### config.mk
export PLATFORM = sky130hd
export DESIGN_NAME = kmp_dfa_substring_matcher_top
export DESIGN_NICKNAME = d
export VERILOG_FILES = /design/src/rtl/kmp_pkg.sv /design/src/rtl/kmp_cfg.sv /design/src/rtl/kmp_step.sv /design/src/rtl/kmp_obuf.sv /design/src/rtl/kmp_dfa_substring_matcher_top.sv
export SDC_FILE = /design/constraint.sdc
export NUM_CORES = 1
export LEC_CHECK = 0
export ABC_AREA = 1
export BUFFER_PORTS_ARGS = -buffer_cell sky130_fd_sc_hd__buf_2
export CORE_MARGIN = 2
export CORE_UTILIZATION = 55
export CTS_CLUSTER_DIAMETER = 50
export DETAILED_ROUTE_END_ITERATION = 10
export PLACE_DENSITY = 0.69
export SKIP_CTS_REPAIR_TIMING = 1
export SYNTH_ARGS = -nofsm -noshare
export SYNTH_HDL_FRONTEND = slang
export SYNTH_SLANG_ARGS = --single-unit
### constraint.sdc
create_clock -name clk -period 13.1 [get_ports clk]
set_input_delay 2.62 -clock clk [delete_from_list [all_inputs] [get_ports clk]]
set_output_delay 2.62 -clock clk [all_outputs]
set_load 0.05 [all_outputs]
### src/rtl/kmp_pkg.sv
package kmp_pkg;

  // fixed field widths
  localparam int unsigned TEXT_W    = 8;
  localparam int unsigned STATE_W   = 5;
  localparam int unsigned LEN_W     = 5;
  localparam int unsigned CFG_W     = 64;
  localparam int unsigned CFG_IDX_W = 2;
  localparam int unsigned MATCH_W   = 32;

  // pattern storage is set by the two 64-bit registers
  localparam int unsigned PAT_BYTES = 16;
  localparam int unsigned ROW_W     = PAT_BYTES + 1;
  localparam int unsigned ROW_IDX_W = 4;

  // register indexes
  localparam logic [CFG_IDX_W-1:0] CFG_PATTERN_LOW    = 2'd0;
  localparam logic [CFG_IDX_W-1:0] CFG_PATTERN_HIGH   = 2'd1;
  localparam logic [CFG_IDX_W-1:0] CFG_PATTERN_LENGTH = 2'd2;

  typedef logic [PAT_BYTES-1:0][TEXT_W-1:0] kmp_pat_t;

  // brd[s][k]: the pattern prefix of length k-1 ends the matched text in state s
  typedef logic [PAT_BYTES-1:0][ROW_W-1:0] kmp_brd_t;

  typedef struct packed {
    kmp_pat_t         pat;
    kmp_brd_t         brd;
    logic [LEN_W-1:0] len;
  } kmp_cfg_t;

  typedef struct packed {
    logic               found;
    logic [MATCH_W-1:0] start;
  } kmp_res_t;

endpackage

### src/rtl/kmp_cfg.sv
module kmp_cfg #(
  parameter int unsigned MAX_PATTERN = 16
) (
  input  logic                                clk,
  input  logic                                rst_n,
  input  logic                                cfg_we,
  input  logic [kmp_pkg::CFG_IDX_W-1:0]       cfg_index,
  input  logic [kmp_pkg::CFG_W-1:0]           cfg_data,
  output kmp_pkg::kmp_cfg_t                   cfg,
  output logic                                cfg_hit
);

  logic [kmp_pkg::CFG_W-1:0] pat_lo_r, pat_lo_nxt;
  logic [kmp_pkg::CFG_W-1:0] pat_hi_r, pat_hi_nxt;
  logic [kmp_pkg::LEN_W-1:0] len_raw_r, len_raw_nxt;
  logic [kmp_pkg::LEN_W-1:0] len_r, len_nxt;
  kmp_pkg::kmp_pat_t         pat_r, pat_nxt;
  kmp_pkg::kmp_brd_t         brd_r, brd_nxt;

  // register writes, reset folds in here so the border rows follow
  always_comb begin
    pat_lo_nxt  = pat_lo_r;
    pat_hi_nxt  = pat_hi_r;
    len_raw_nxt = len_raw_r;
    cfg_hit     = 1'b0;
    if (!rst_n) begin
      pat_lo_nxt  = '0;
      pat_hi_nxt  = '0;
      len_raw_nxt = kmp_pkg::LEN_W'(1);
    end else if (cfg_we) begin
      unique case (cfg_index)
        kmp_pkg::CFG_PATTERN_LOW: begin
          pat_lo_nxt = cfg_data;
          cfg_hit    = 1'b1;
        end
        kmp_pkg::CFG_PATTERN_HIGH: begin
          pat_hi_nxt = cfg_data;
          cfg_hit    = 1'b1;
        end
        kmp_pkg::CFG_PATTERN_LENGTH: begin
          len_raw_nxt = cfg_data[kmp_pkg::LEN_W-1:0];
          cfg_hit     = 1'b1;
        end
        default: begin
        end
      endcase
    end
  end

  // clamp length to 1..MAX_PATTERN
  always_comb begin
    len_nxt = len_raw_nxt;
    if (len_raw_nxt == '0) begin
      len_nxt = kmp_pkg::LEN_W'(1);
    end else if (len_raw_nxt > kmp_pkg::LEN_W'(MAX_PATTERN)) begin
      len_nxt = kmp_pkg::LEN_W'(MAX_PATTERN);
    end
  end

  assign pat_nxt = {pat_hi_nxt, pat_lo_nxt};

  // border rows: prefix of length k-1 equals the k-1 bytes ending at s-1
  always_comb begin
    logic ok;
    brd_nxt = '0;
    for (int s = 0; s < MAX_PATTERN; s++) begin
      for (int k = 1; k <= s + 1; k++) begin
        ok = 1'b1;
        for (int i = 0; i < k - 1; i++) begin
          if (pat_nxt[i] != pat_nxt[s-k+1+i]) begin
            ok = 1'b0;
          end
        end
        brd_nxt[s][k] = ok;
      end
    end
  end

  always_ff @(posedge clk) begin
    pat_lo_r  <= pat_lo_nxt;
    pat_hi_r  <= pat_hi_nxt;
    len_raw_r <= len_raw_nxt;
    len_r     <= len_nxt;
    pat_r     <= pat_nxt;
    brd_r     <= brd_nxt;
  end

  assign cfg.pat = pat_r;
  assign cfg.brd = brd_r;
  assign cfg.len = len_r;

endmodule

### src/rtl/kmp_step.sv
module kmp_step #(
  parameter int unsigned MAX_PATTERN   = 16,
  parameter int unsigned ALPHABET_SIZE = 256,
  parameter int unsigned POSITION_BITS = 32
) (
  input  logic                          clk,
  input  logic                          rst_n,
  input  logic                          accept,
  input  logic [kmp_pkg::TEXT_W-1:0]    text_byte,
  input  logic                          start_of_text,
  input  kmp_pkg::kmp_cfg_t             cfg,
  input  logic                          cfg_hit,
  output kmp_pkg::kmp_res_t             res
);

  localparam logic [POSITION_BITS-1:0] POS_MAX = '1;

  logic [kmp_pkg::STATE_W-1:0] state_r, state_nxt;
  logic [POSITION_BITS-1:0]    pos_r, pos_nxt;
  logic [kmp_pkg::STATE_W-1:0] s_cur;
  logic [POSITION_BITS-1:0]    pos_cur;
  logic [kmp_pkg::STATE_W-1:0] s_adv;
  logic                        byte_ok;
  logic                        found;
  logic [POSITION_BITS-1:0]    start;

  assign s_cur   = start_of_text ? '0 : state_r;
  assign pos_cur = start_of_text ? '0 : pos_r;
  assign byte_ok = ({1'b0, text_byte} < (kmp_pkg::TEXT_W + 1)'(ALPHABET_SIZE));

  // longest prefix that ends the text: highest k whose border holds and whose
  // last pattern byte is this byte
  always_comb begin
    s_adv = '0;
    if (byte_ok) begin
      for (int k = 1; k <= MAX_PATTERN; k++) begin
        if (cfg.brd[s_cur[kmp_pkg::ROW_IDX_W-1:0]][k] && (cfg.pat[k-1] == text_byte)) begin
          s_adv = kmp_pkg::STATE_W'(k);
        end
      end
    end
  end

  assign found = (s_adv >= cfg.len);
  assign start = pos_cur - POSITION_BITS'(cfg.len) + POSITION_BITS'(1);

  assign res.found = found;
  assign res.start = found ? kmp_pkg::MATCH_W'(start) : '0;

  always_comb begin
    state_nxt = state_r;
    pos_nxt   = pos_r;
    if (!rst_n) begin
      state_nxt = '0;
      pos_nxt   = '0;
    end else if (cfg_hit) begin
      state_nxt = '0;
    end else if (accept) begin
      state_nxt = found ? '0 : s_adv;
      pos_nxt   = (pos_cur != POS_MAX) ? pos_cur + POSITION_BITS'(1) : pos_cur;
    end
  end

  always_ff @(posedge clk) begin
    state_r <= state_nxt;
    pos_r   <= pos_nxt;
  end

endmodule

### src/rtl/kmp_obuf.sv
module kmp_obuf (
  input  logic                clk,
  input  logic                rst_n,
  input  logic                push,
  input  kmp_pkg::kmp_res_t   push_res,
  output logic                full,
  output logic                out_valid,
  input  logic                out_stall,
  output kmp_pkg::kmp_res_t   out_res
);

  logic              main_vld_r, main_vld_nxt;
  logic              skid_vld_r, skid_vld_nxt;
  kmp_pkg::kmp_res_t main_r, main_nxt;
  kmp_pkg::kmp_res_t skid_r, skid_nxt;
  logic              take;

  assign take = main_vld_r && !out_stall;

  always_comb begin
    main_vld_nxt = main_vld_r;
    skid_vld_nxt = skid_vld_r;
    main_nxt     = main_r;
    skid_nxt     = skid_r;
    if (skid_vld_r) begin
      // no push while the skid holds a beat
      if (take) begin
        main_nxt     = skid_r;
        skid_vld_nxt = 1'b0;
      end
    end else if (push) begin
      if (!main_vld_r || take) begin
        main_nxt     = push_res;
        main_vld_nxt = 1'b1;
      end else begin
        skid_nxt     = push_res;
        skid_vld_nxt = 1'b1;
      end
    end else if (take) begin
      main_vld_nxt = 1'b0;
    end
  end

  always_ff @(posedge clk) begin
    if (!rst_n) begin
      main_vld_r <= 1'b0;
      skid_vld_r <= 1'b0;
    end else begin
      main_vld_r <= main_vld_nxt;
      skid_vld_r <= skid_vld_nxt;
    end
    main_r <= main_nxt;
    skid_r <= skid_nxt;
  end

  assign full      = skid_vld_r;
  assign out_valid = main_vld_r;
  assign out_res   = main_r;

endmodule

### src/rtl/kmp_dfa_substring_matcher_top.sv
// channel  | valid     | stall     | payload
// ---------+-----------+-----------+--------------------------------------
// in       | in_valid  | in_stall  | in_text_byte, in_start_of_text
// out      | out_valid | out_stall | out_match_found, out_match_start
// cfg      | cfg_we    | -         | cfg_index, cfg_data
//
// one text beat per cycle while in_stall is low; its result enters the output buffer the next cycle
// one automaton step sets the rate: border rows are precomputed at each
// register write, so a byte needs one compare per pattern byte and a priority pick
// reset is synchronous; border rows are ready the cycle after any write
// two output entries let input run on while one result waits; in_stall
// rises only when both entries hold results

module kmp_dfa_substring_matcher_top #(
  parameter int unsigned MAX_PATTERN   = 16,
  parameter int unsigned ALPHABET_SIZE = 256,
  parameter int unsigned POSITION_BITS = 32
) (
  input  logic                            clk,
  input  logic                            rst_n,
  // text beats
  input  logic                            in_valid,
  output logic                            in_stall,
  input  logic [kmp_pkg::TEXT_W-1:0]      in_text_byte,
  input  logic                            in_start_of_text,
  // result beats
  output logic                            out_valid,
  input  logic                            out_stall,
  output logic                            out_match_found,
  output logic [kmp_pkg::MATCH_W-1:0]     out_match_start,
  // register writes
  input  logic                            cfg_we,
  input  logic [kmp_pkg::CFG_IDX_W-1:0]   cfg_index,
  input  logic [kmp_pkg::CFG_W-1:0]       cfg_data
);

  kmp_pkg::kmp_cfg_t cfg;
  logic              cfg_hit;
  logic              accept;
  kmp_pkg::kmp_res_t step_res;
  kmp_pkg::kmp_res_t out_res;

  // text beat taken this cycle
  assign accept = in_valid && !in_stall;

  // pattern registers and the precomputed border rows of the automaton
  kmp_cfg #(
    .MAX_PATTERN (MAX_PATTERN)
  ) u_cfg (
    .clk       (clk),
    .rst_n     (rst_n),
    .cfg_we    (cfg_we),
    .cfg_index (cfg_index),
    .cfg_data  (cfg_data),
    .cfg       (cfg),
    .cfg_hit   (cfg_hit)
  );

  // match state and text position, one automaton move per beat
  kmp_step #(
    .MAX_PATTERN   (MAX_PATTERN),
    .ALPHABET_SIZE (ALPHABET_SIZE),
    .POSITION_BITS (POSITION_BITS)
  ) u_step (
    .clk           (clk),
    .rst_n         (rst_n),
    .accept        (accept),
    .text_byte     (in_text_byte),
    .start_of_text (in_start_of_text),
    .cfg           (cfg),
    .cfg_hit       (cfg_hit),
    .res           (step_res)
  );

  // result register plus skid entry
  kmp_obuf u_obuf (
    .clk       (clk),
    .rst_n     (rst_n),
    .push      (accept),
    .push_res  (step_res),
    .full      (in_stall),
    .out_valid (out_valid),
    .out_stall (out_stall),
    .out_res   (out_res)
  );

  assign out_match_found = out_res.found;
  assign out_match_start = out_res.start;

endmodule

## Word level (Yosys, flattened, before mapping)

Index checks and enable logic that the tools add are counted.

- Add/sub/neg operators: 3
- $mul: 0
- Div/mod/pow operators: 0
- $lt $le $gt $ge: 3
- Equal/unequal tests: 126
- Shift-type cells: 0
- Multiplexer cells: 139
- Bitwise logic cells: 4
- Reductions and logical operators: 34

Operators by type and width:

| cell | count |
|---|---|
| != test 8 bit | 105 |
| 2-to-1 mux 64 bit | 6 |
| 2-to-1 mux 33 bit | 4 |
| equality test 8 bit | 16 |
| 2-to-1 mux 1 bit | 103 |
| 2-to-1 mux 32 bit | 3 |
| 2-to-1 mux 5 bit | 19 |
| binary-select mux 17 bit (select 4 bit) | 1 |
| adder 32 x 1 -> 32 bit, second input constant | 2 |
| != test 32 bit, second input constant | 1 |
| subtractor 32 x 5 -> 32 bit | 1 |
| logical AND 1 bit | 18 |
| 2-to-1 mux 17 bit | 1 |
| AND reduction 3 bit | 3 |
| 2-to-1 mux 4 bit | 2 |
| nonzero test 2 bit | 3 |
| >= comparator 5 bit | 1 |
| greater-than comparator 5 bit, second input constant | 1 |
| zero test 5 bit | 1 |
| < comparator 4 x 5 -> 1 bit, second input constant | 1 |
| NOT 1 bit | 4 |
| OR reduction 2 bit | 2 |
| zero test 1 bit | 3 |
| OR reduction 3 bit | 1 |
| 7 further kinds | 7 |

- Register bits after elaboration: 475
- Latch bits: 0
- Bits in writable memories: 0
- Memory bits (read-only): 0
- Input port bits: 80
- Memories: 0

## Depth between registers and ports, before layout

Gate-level depths: netlist of run 1.

- Word-level depth: 25
- Mapped depth: 37
- Gate-level depth less buffers: 34

## Modules after synthesis

Synthesis of run 1 repeated with hierarchy kept, for this count alone.

- Cells, all modules: 4541
- Area, all modules: 31446.4 sq um

Modules (own cells, without submodules):

| module | instances | cells each | area an instance (sq um) | sequential area each (sq um) |
|---|---|---|---|---|
| kmp_cfg | 1 | 2931 | 20494.7 | 4864.7 |
| kmp_step | 1 | 1416 | 8373.0 | 720.7 |
| kmp_obuf | 1 | 192 | 2568.7 | 2021.9 |
| kmp_dfa_substring_matcher_top | 1 | 2 | 10.0 | 0.0 |

## Worst setup path after synthesis of run 1

Ideal clock, no wire load.

- Path kind: input to register
- Start point: in in_start_of_text
- End point: reg u_obuf.main_r (netlist bit u_obuf.out_res[22]), data pin
- Data arrival time: 6004 ps
- Required time: 12847 ps
- Slack: 6843 ps
- Cell stages on the path: 25
- Buffers on the path: 4
- Cells stage by stage: buf_2 clkinv_1 nand2_1 clkinv_1 clkbuf_1 o21ai_0 o21ai_0 o21ai_0 nand2_1 nand4_1 nand2_1 nor2_1 o21ai_0 a21oi_1 ha_1 a21o_1 a221oi_1 and3_1 clkbuf_1 inv_1 clkbuf_1 o21ai_0 a21oi_1 nand2_1 nand2_1

RTL lines:

| what | line | RTL |
|---|---|---|
| from (decl) | kmp_dfa_substring_matcher_top.sv:25 | `input logic in_start_of_text,` |
| to (signal assigned) | kmp_obuf.sv:52 | `main_r <= main_nxt;` |
| to (decl) | kmp_obuf.sv:14 | `kmp_pkg::kmp_res_t main_r, main_nxt;` |

==> metrics.log, run 1 <==
[metrics] status: finished with violations
[metrics] violated checks: capacitance limit, slew limit
[metrics] element type at the critical path end: register
[metrics] Switching Fraction: 0.370
[metrics] final routed wirelength across all metal layers: between 100000 and 150000 um
[metrics] crit path launch type: input pin
[metrics] total power divided by cell area: roughly 120 mW/mm^2
[metrics] WP data required: 13.56 ns
[metrics] RSZ-0062 raised after global routing: false
[metrics] CTS H-tree depth: 2
[metrics] part of the Yosys area used for sequential elements: 0.263
[metrics] area added between synthesis and finish: 8.08%
[metrics] Slew Limit Fails: 4
[metrics] switching component of the power: 1.33 mW
[metrics] worst min path class: register to register
[metrics] Fmax: 134 MHz
[metrics] clock-pin slew on the worst setup and hold paths: approximately 0.06 ns
[metrics] reg2reg setup slack: 7.41 ns
[metrics] effective utilization at floorplan: 0.559
[metrics] Synth Instances: 3960
[metrics] Mapped Avg Cell Area: 7.29 um^2
[metrics] via count of the first global-routing pass: 26861
[metrics] fraction of the mapped netlist area in compound gates: 0.0671
[metrics] met1 track utilization from global routing: 0.560
[metrics] Leakage: about 14 nW
[metrics] CP max-delay cell: inv_1
[metrics] remaining global-route overflow: 0
[metrics] number of CTS-inserted buffers: 49
[metrics] transition time of the tightest slew-check pin: 1.54 ns
[metrics] post-synthesis instance area: 0.0289 mm^2
[metrics] highest net fanout along the worst path: 34
[metrics] number of synthesized flops with an enable pin: between 60 and 70
[metrics] relative contribution of combinational cells to total power: 0.281
[metrics] portion of netlist area occupied by mux cells: 0
[metrics] Syn Nets: slightly above 4000
[metrics] number of nets in the layout: between 4000 and 5000
[metrics] antenna viol nets, final: 0
[metrics] delay of the slowest cell on the worst path: roughly 0.7 ns
[metrics] Placement Setup Slack: 5.15 ns
[metrics] fraction of registers with async set or reset after synthesis: 0
[metrics] hold path depth: 2
[metrics] vias per std cell: between 6 and 7
[metrics] TritonRoute pass-1 iters: 5
[metrics] min Tclk post-route: 7.45 ns
[metrics] fraction of the mapped netlist area in adder cells: 0.0302
[metrics] synthesis-stage register bit count: 347
[metrics] endpoints failing setup: 0
[metrics] number of cell rows: 83
[metrics] antenna violations before repair: 6
[metrics] class of the most critical setup path: input pin to register
[metrics] XOR/XNOR Fraction of Synth Area: 0.204
[metrics] arrival time of data at the critical path endpoint: 7.91 ns
[metrics] IO buf count: roughly 110
[metrics] Bufs on Longest Clock Path: 3
[metrics] Initial DRC Count: 3915
[metrics] worst-skew pair later-pin latency: 0.61 ns
[metrics] I/O pin cnt: 115
[metrics] fraction of power consumed by sequential logic: 0.326
[metrics] WL/cell: between 20 and 30 um
[metrics] count of synthesis-stage warnings from yosys: 0
[metrics] drc violations: 0
[metrics] relative slew slack: -0.0391
[metrics] All-Layer GR Usage: 0.478
[metrics] post-detail-place hpwl: 98100 um
[metrics] clock net sink count: 347
[metrics] main combinational cell family by area after synthesis: simple AND/OR/NAND/NOR gates
[metrics] share of the clock period used by the worst path after layout: 0.569
[metrics] Design Power: 3.60 mW
[metrics] count of distinct cell types in the synthesized netlist: 70
[metrics] global-route track usage on met3: 0.155
[metrics] commonest cells after routing, fill and taps aside: nand2_1, xor2_1, inv_1, dfxtp_1, nor2_1
[metrics] flip-flop cell with the highest count after synthesis: dfxtp_1
[metrics] most frequent standard cell in the layout excluding fill and tap cells: nand2_1
[metrics] die area: 0.0543 mm^2
[metrics] placeable core region: between 0.05 and 0.06 mm^2
[metrics] worst reg2reg path endpoint: u_obuf.out_res[16]
[metrics] worst hold path startpoint: u_step.pos_r[22]
[metrics] busiest layer in global routing: met2
[metrics] final total negative setup slack: 0 ns
[metrics] root cell of the clock tree: clkbuf_16
[metrics] r2r worst-path depth: 31
[metrics] origin of the critical flop-to-flop path: u_step.state_r[0]
[metrics] endpoint of the worst hold-timing path: u_step.pos_r[22]
[metrics] largest net degree at the start of global routing: 66
[metrics] final estimated routing congestion in global placement: 1.08
[metrics] worst setup skew after layout: 0.0260 ns
[metrics] largest voltage drop on the vdd net: 0.000105 V
[metrics] global routing met2 resource utilization: 0.734
[metrics] worst setup margin: between 5 and 6 ns
[metrics] internal cell power: 2.27 mW
[metrics] Via Count: 29070
[metrics] first-pass GRT wire length: around 190000 um
[metrics] Synth Area in Simple Gates: 0.334
[metrics] cell type with the highest occurrence count on the critical path: nand2_1
[metrics] floorplan die height: about 230 um
[metrics] overall die width: around 230 um
[metrics] final-layout fill cell count: slightly below 5000
[metrics] number of endpoints with negative hold slack in the final report: 0
[metrics] power share of the clock group: 0.394
[metrics] fraction of final layout cells sized beyond drive strength 1: 0.136
[metrics] Max-cap violations: 1
[metrics] CTS tree: yes
## final cells by class
| type | count | area (um^2) | share of cell area |
|---|---|---|---|
| repair buffers | 190 | 1140 | 0.0366 |
| diodes | 1 | 2.50 | 0.0000802 |
| clock buffers | 60 | 1370 | 0.0440 |
| clock inverters | 29 | 365 | 0.0117 |
| flip-flops and latches | 347 | 7610 | 0.244 |
| multi-input cells | 2992 | 18400 | 0.589 |
| inverters | 394 | 1490 | 0.0476 |
| well taps | 680 | 851 | 0.0273 |
## logic make-up (layout without fill, tap and decap cells)
kind of cell / Yosys count / after routing
xor gates and xnor gates: 673 / 673
and+or+nand+nor: 1916 / 1916
adders and majority gates: 69 / 69
buffers and inverters: 621 / 673
other: 0 / 1
DFF: 347 / 347
AOI/OAI and AO/OA: 334 / 334
## metrics by stage
step | cells | utilization | area [um^2] | hold WS [ns]
4_1_cts | 4692 | 0.605 | 31200 | 0.484
5_1_grt | 4692 | 0.605 | 31200 | 0.505
2_1_floorplan | 3960 | - | 28900 | 0.442
3_5_place_dp | 4603 | 0.571 | 29500 | 0.475
3_3_place_gp | 4603 | 0.571 | 29500 | 0.473
6_report | 4693 | 0.605 | 31200 | 0.484
## critical path, delay by kind of cell
| family | cells | cell delay [ns] |
|---|---|---|
| AND/OR/NAND/NOR | 20 | 2.33 |
| AO/OA/AOI/OAI | 5 | 0.86 |
| adder cells (fa/ha/maj) | 1 | 0.28 |
| buffers and inverters | 7 | 1.80 |
## cells in the mapped netlist (53+ instances only)
cell type	n	area (um^2)
dfxtp_1	281	5630
inv_2	53	199
buf_4	54	405
nand2_1	946	3550
inv_1	327	1230
nand4_1	198	1240
edfxtp_1	66	1980
ha_1	68	851
nor2_1	282	1060
nand3_1	96	480
nor4_1	91	569
a21oi_1	138	691
xor2_1	470	4120
buf_2	77	385
xnor2_1	203	1780
o21ai_0	110	551
## power groups by stage
stage | clock network [mW] | logic (mW) | registers, mW
2_1_floorplan | 0 | 0.581 | 1.22
3_3_place_gp | 0 | 0.939 | 1.20
3_5_place_dp | 0 | 0.939 | 1.19
4_1_cts | 1.42 | 0.943 | 1.17
5_1_grt | 1.46 | 1.04 | 1.18
6_report | 1.42 | 1.01 | 1.17
## layer usage
layer	vias to the layer above	part of all wire
met2	2145	0.42
met5	-	0.00052
li1	12866	-
met4	10	0.089
met1	13434	0.36
met3	615	0.13
## flip-flops by register name, summed over array words and instances, names as in the netlist
signal	count
u_cfg.cfg	105
u_cfg.len_r	5
u_cfg.len_raw_r	5
u_cfg.pat_hi_r	64
u_cfg.pat_lo_r	64
u_obuf.full	1
u_obuf.out_res	33
u_obuf.out_valid	1
u_obuf.skid_r	33
u_step.pos_r	32
u_step.state_r	4
## worst max-delay path by stage
stage,startpoint,endpoint,slack [ns],cells past startpoint
6_report,in_start_of_text,u_obuf.out_res[16],5.65,33
3_5_place_dp,in_start_of_text,u_step.state_r[0],5.15,24
5_1_grt,in_start_of_text,u_obuf.out_res[12],5.07,34
4_1_cts,in_start_of_text,u_step.state_r[0],5.74,24
2_1_floorplan,in_start_of_text,u_obuf.out_res[22],6.84,25
3_3_place_gp,in_start_of_text,u_step.state_r[0],5.24,24
(Power assumes the default switching activity.)
==> inputs of run 2 (changes only) <==
--- a/config.mk
+++ b/config.mk
@@ -11,7 +11,7 @@
 export CORE_UTILIZATION = 55
 export CTS_CLUSTER_DIAMETER = 50
 export DETAILED_ROUTE_END_ITERATION = 10
-export PLACE_DENSITY = 0.69
+export PLACE_DENSITY = 0.72
 export SKIP_CTS_REPAIR_TIMING = 1
 export SYNTH_ARGS = -nofsm -noshare
 export SYNTH_HDL_FRONTEND = slang
==> constraint.sdc (replaced) <==
create_clock -name clk -period 6.1 [get_ports clk]
set_input_delay 1.22 -clock clk [delete_from_list [all_inputs] [get_ports clk]]
set_output_delay 1.22 -clock clk [all_outputs]
set_load 0.05 [all_outputs]
==> run 2 against run 1 <==
The flow now finishes without violations. Clock power increased by 110%. Wire length increased by 2.3%. Count of clock-buffer cells in the layout is 1 higher. Cell count is 2.6% higher. Worst setup slack got worse by 4.9 ns. Combinational power is 130% higher. Non-clock buffer count increased by 124. Die area did not move. Power grew 120%. Sequential power grew 110%. Hold slack improved by 0.0029 ns. Clock skew up 0.027 ns. Critical path type unchanged. Critical endpoint is now u_obuf.out_res[23].
==> metrics.log, run 2 (synthesized netlist as in run 1, its figures left out) <==
[metrics] status: completed
[metrics] endpoints failing setup: 0
[metrics] die area: about 0.054 mm^2
[metrics] min Tclk post-route: 5.31 ns
[metrics] RSZ-0062 raised after global routing: false
[metrics] Bufs on Longest Clock Path: 3
[metrics] clock net sink count: 347
[metrics] power share of the clock group: 0.380
[metrics] post-detail-place hpwl: between 100000 and 150000 um
[metrics] element type at the critical path end: register
[metrics] share of the clock period used by the worst path after layout: 0.871
[metrics] number of nets in the layout: 4245
[metrics] TritonRoute pass-1 iters: 7
[metrics] class of the most critical setup path: input pin to register
[metrics] floorplan die height: 233 um
[metrics] arrival time of data at the critical path endpoint: about 5.8 ns
[metrics] WL/cell: 28.0 um
[metrics] worst-skew pair later-pin latency: just over 0.6 ns
[metrics] antenna violations before repair: 8
[metrics] switching component of the power: 2.85 mW
[metrics] Slew Limit Fails: 0
[metrics] effective utilization at floorplan: 0.559
[metrics] remaining global-route overflow: 0
[metrics] via count of the first global-routing pass: 27240
[metrics] overall die width: 233 um
[metrics] commonest cells after routing, fill and taps aside: nand2_1, xor2_1, inv_1, nor2_1, dfxtp_1
[metrics] number of buffer and inverter instances along the worst setup path: 5
[metrics] largest voltage drop on the vdd net: slightly above 0.0002 V
[metrics] drc violations: 0
[metrics] fraction of final layout cells sized beyond drive strength 1: 0.160
[metrics] number of cell rows: 83
[metrics] number of endpoints with negative hold slack in the final report: 0
[metrics] final estimated routing congestion in global placement: 1.09
[metrics] All-Layer GR Usage: 0.488
[metrics] transition time of the tightest slew-check pin: between 1 and 1.5 ns
[metrics] final total negative setup slack: 0 ns
[metrics] relative slew slack: 0.203
[metrics] first-pass GRT wire length: 191000 um
[metrics] clock-pin slew on the worst setup and hold paths: approximately 0.060 ns
[metrics] delay of the slowest cell on the worst path: 0.85 ns
[metrics] Via Count: 29315
[metrics] I/O pin cnt: 115
[metrics] DP Area: 0.0304 mm^2
[metrics] CTS H-tree depth: 2
[metrics] most frequent standard cell in the layout excluding fill and tap cells: nand2_1
[metrics] number of CTS-inserted buffers: 47
[metrics] cell area after layout: 0.0321 mm^2
[metrics] worst setup skew after layout: 0.0533 ns
[metrics] cell type with the highest occurrence count on the critical path: nand2_1
[metrics] vias per std cell: 6.09
[metrics] number of flip-flops under the largest register name: roughly 110
[metrics] root cell of the clock tree: clkbuf_16
[metrics] Initial DRC Count: ~3800
[metrics] WP data required: 6.58 ns
[metrics] highest net fanout along the worst path: 26
[metrics] Leakage: 14.8 nW
[metrics] internal cell power: 4.92 mW
[metrics] total power divided by cell area: 242 mW/mm^2
[metrics] Switching Fraction: 0.367
[metrics] placeable core region: 0.0516 mm^2
[metrics] Max-cap violations: 0
[metrics] cell family with most CP delay: simple AND/OR/NAND/NOR gates
[metrics] relative contribution of combinational cells to total power: 0.297
[metrics] final routed wirelength across all metal layers: 135000 um
[metrics] CP max-delay cell: nor3_1
[metrics] Fmax: 188 MHz
[metrics] fraction of power consumed by sequential logic: 0.323
[metrics] largest net degree at the start of global routing: 49
[metrics] antenna viol nets, final: 0
[metrics] IO buf count: 114
[metrics] CTS tree: yes
[metrics] area added between synthesis and finish: 11.2%
[metrics] worst min path class: register to register
[metrics] crit path launch type: input pin
-- run 2: changes by cell type in the layout (fill, tap and decap cells not counted), moves of 2 or more --
cell       before  now
buf_4          77  198
buf_12          0    3
clkinv_2        6    3
clkbuf_16      52   50
clkbuf_4        0    2
clkinv_8        0    2
inv_6           5    3
-- run 2: worst paths after layout --
| path | from | end | slack, ns | cells past startpoint |
|---|---|---|---|---|
| worst min register to register | u_step.pos_r[15] | u_step.pos_r[15] | 0.49 | 2 |
| worst min-delay path | u_step.pos_r[15] | u_step.pos_r[15] | 0.49 | 2 |
| worst max register to register | u_step.state_r[0] | u_obuf.out_res[23] | 0.87 | 34 |
| worst max-delay path | in_text_byte[5] | u_obuf.out_res[23] | 0.79 | 31 |
-- run 2: per-layer routing --
layer	GRT usage	wire [um]
met1	0.559	47800
met2	0.756	57800
met3	0.153	15800
met4	0.382	13200
met5	0	80
-- run 2: worst min-delay path: cells and delay by family (launching register included) --
kind | cells | cell delay (ns)
AND/OR/NAND/NOR | 1 | 0.07
flip-flops | 1 | 0.31
AO/OA/AOI/OAI | 1 | 0.06
-- run 2: power by group through the flow --
stage,combinational (mW),sequential (mW),clock [mW]
6_report,2.31,2.51,2.95
5_1_grt,2.36,2.52,3.04
4_1_cts,2.16,2.51,2.95
3_5_place_dp,2.15,2.56,0
3_3_place_gp,2.15,2.56,0
2_1_floorplan,1.25,2.62,0
-- run 2: layout make-up --
| type | instances | area (um^2) |
|---|---|---|
| Inverter | 394 | 1490 |
| Sequential cell | 347 | 7610 |
| Fill cell | 4806 | 19500 |
| Multi-Input combinational cell | 2992 | 18400 |
| Clock inverter | 24 | 338 |
| Antenna cell | 2 | 5.00 |
| Timing Repair Buffer | 314 | 2110 |
| Tap cell | 680 | 851 |
| Clock buffer | 61 | 1350 |
-- run 2: through the flow --
| stage | util | power (mW) | setup slack [ns] | hold WS (ns) | std cells |
|---|---|---|---|---|---|
| 5_1_grt | 0.622 | 7.92 | 0.496 | 0.504 | 4812 |
| 3_5_place_dp | 0.589 | 4.71 | 0.491 | 0.465 | 4727 |
| 6_report | 0.622 | 7.77 | 0.789 | 0.487 | 4814 |
| 2_1_floorplan | - | 3.87 | 1.24 | 0.442 | 3960 |
| 4_1_cts | 0.622 | 7.63 | 1.02 | 0.481 | 4812 |
| 3_3_place_gp | 0.589 | 4.71 | 0.601 | 0.466 | 4727 |
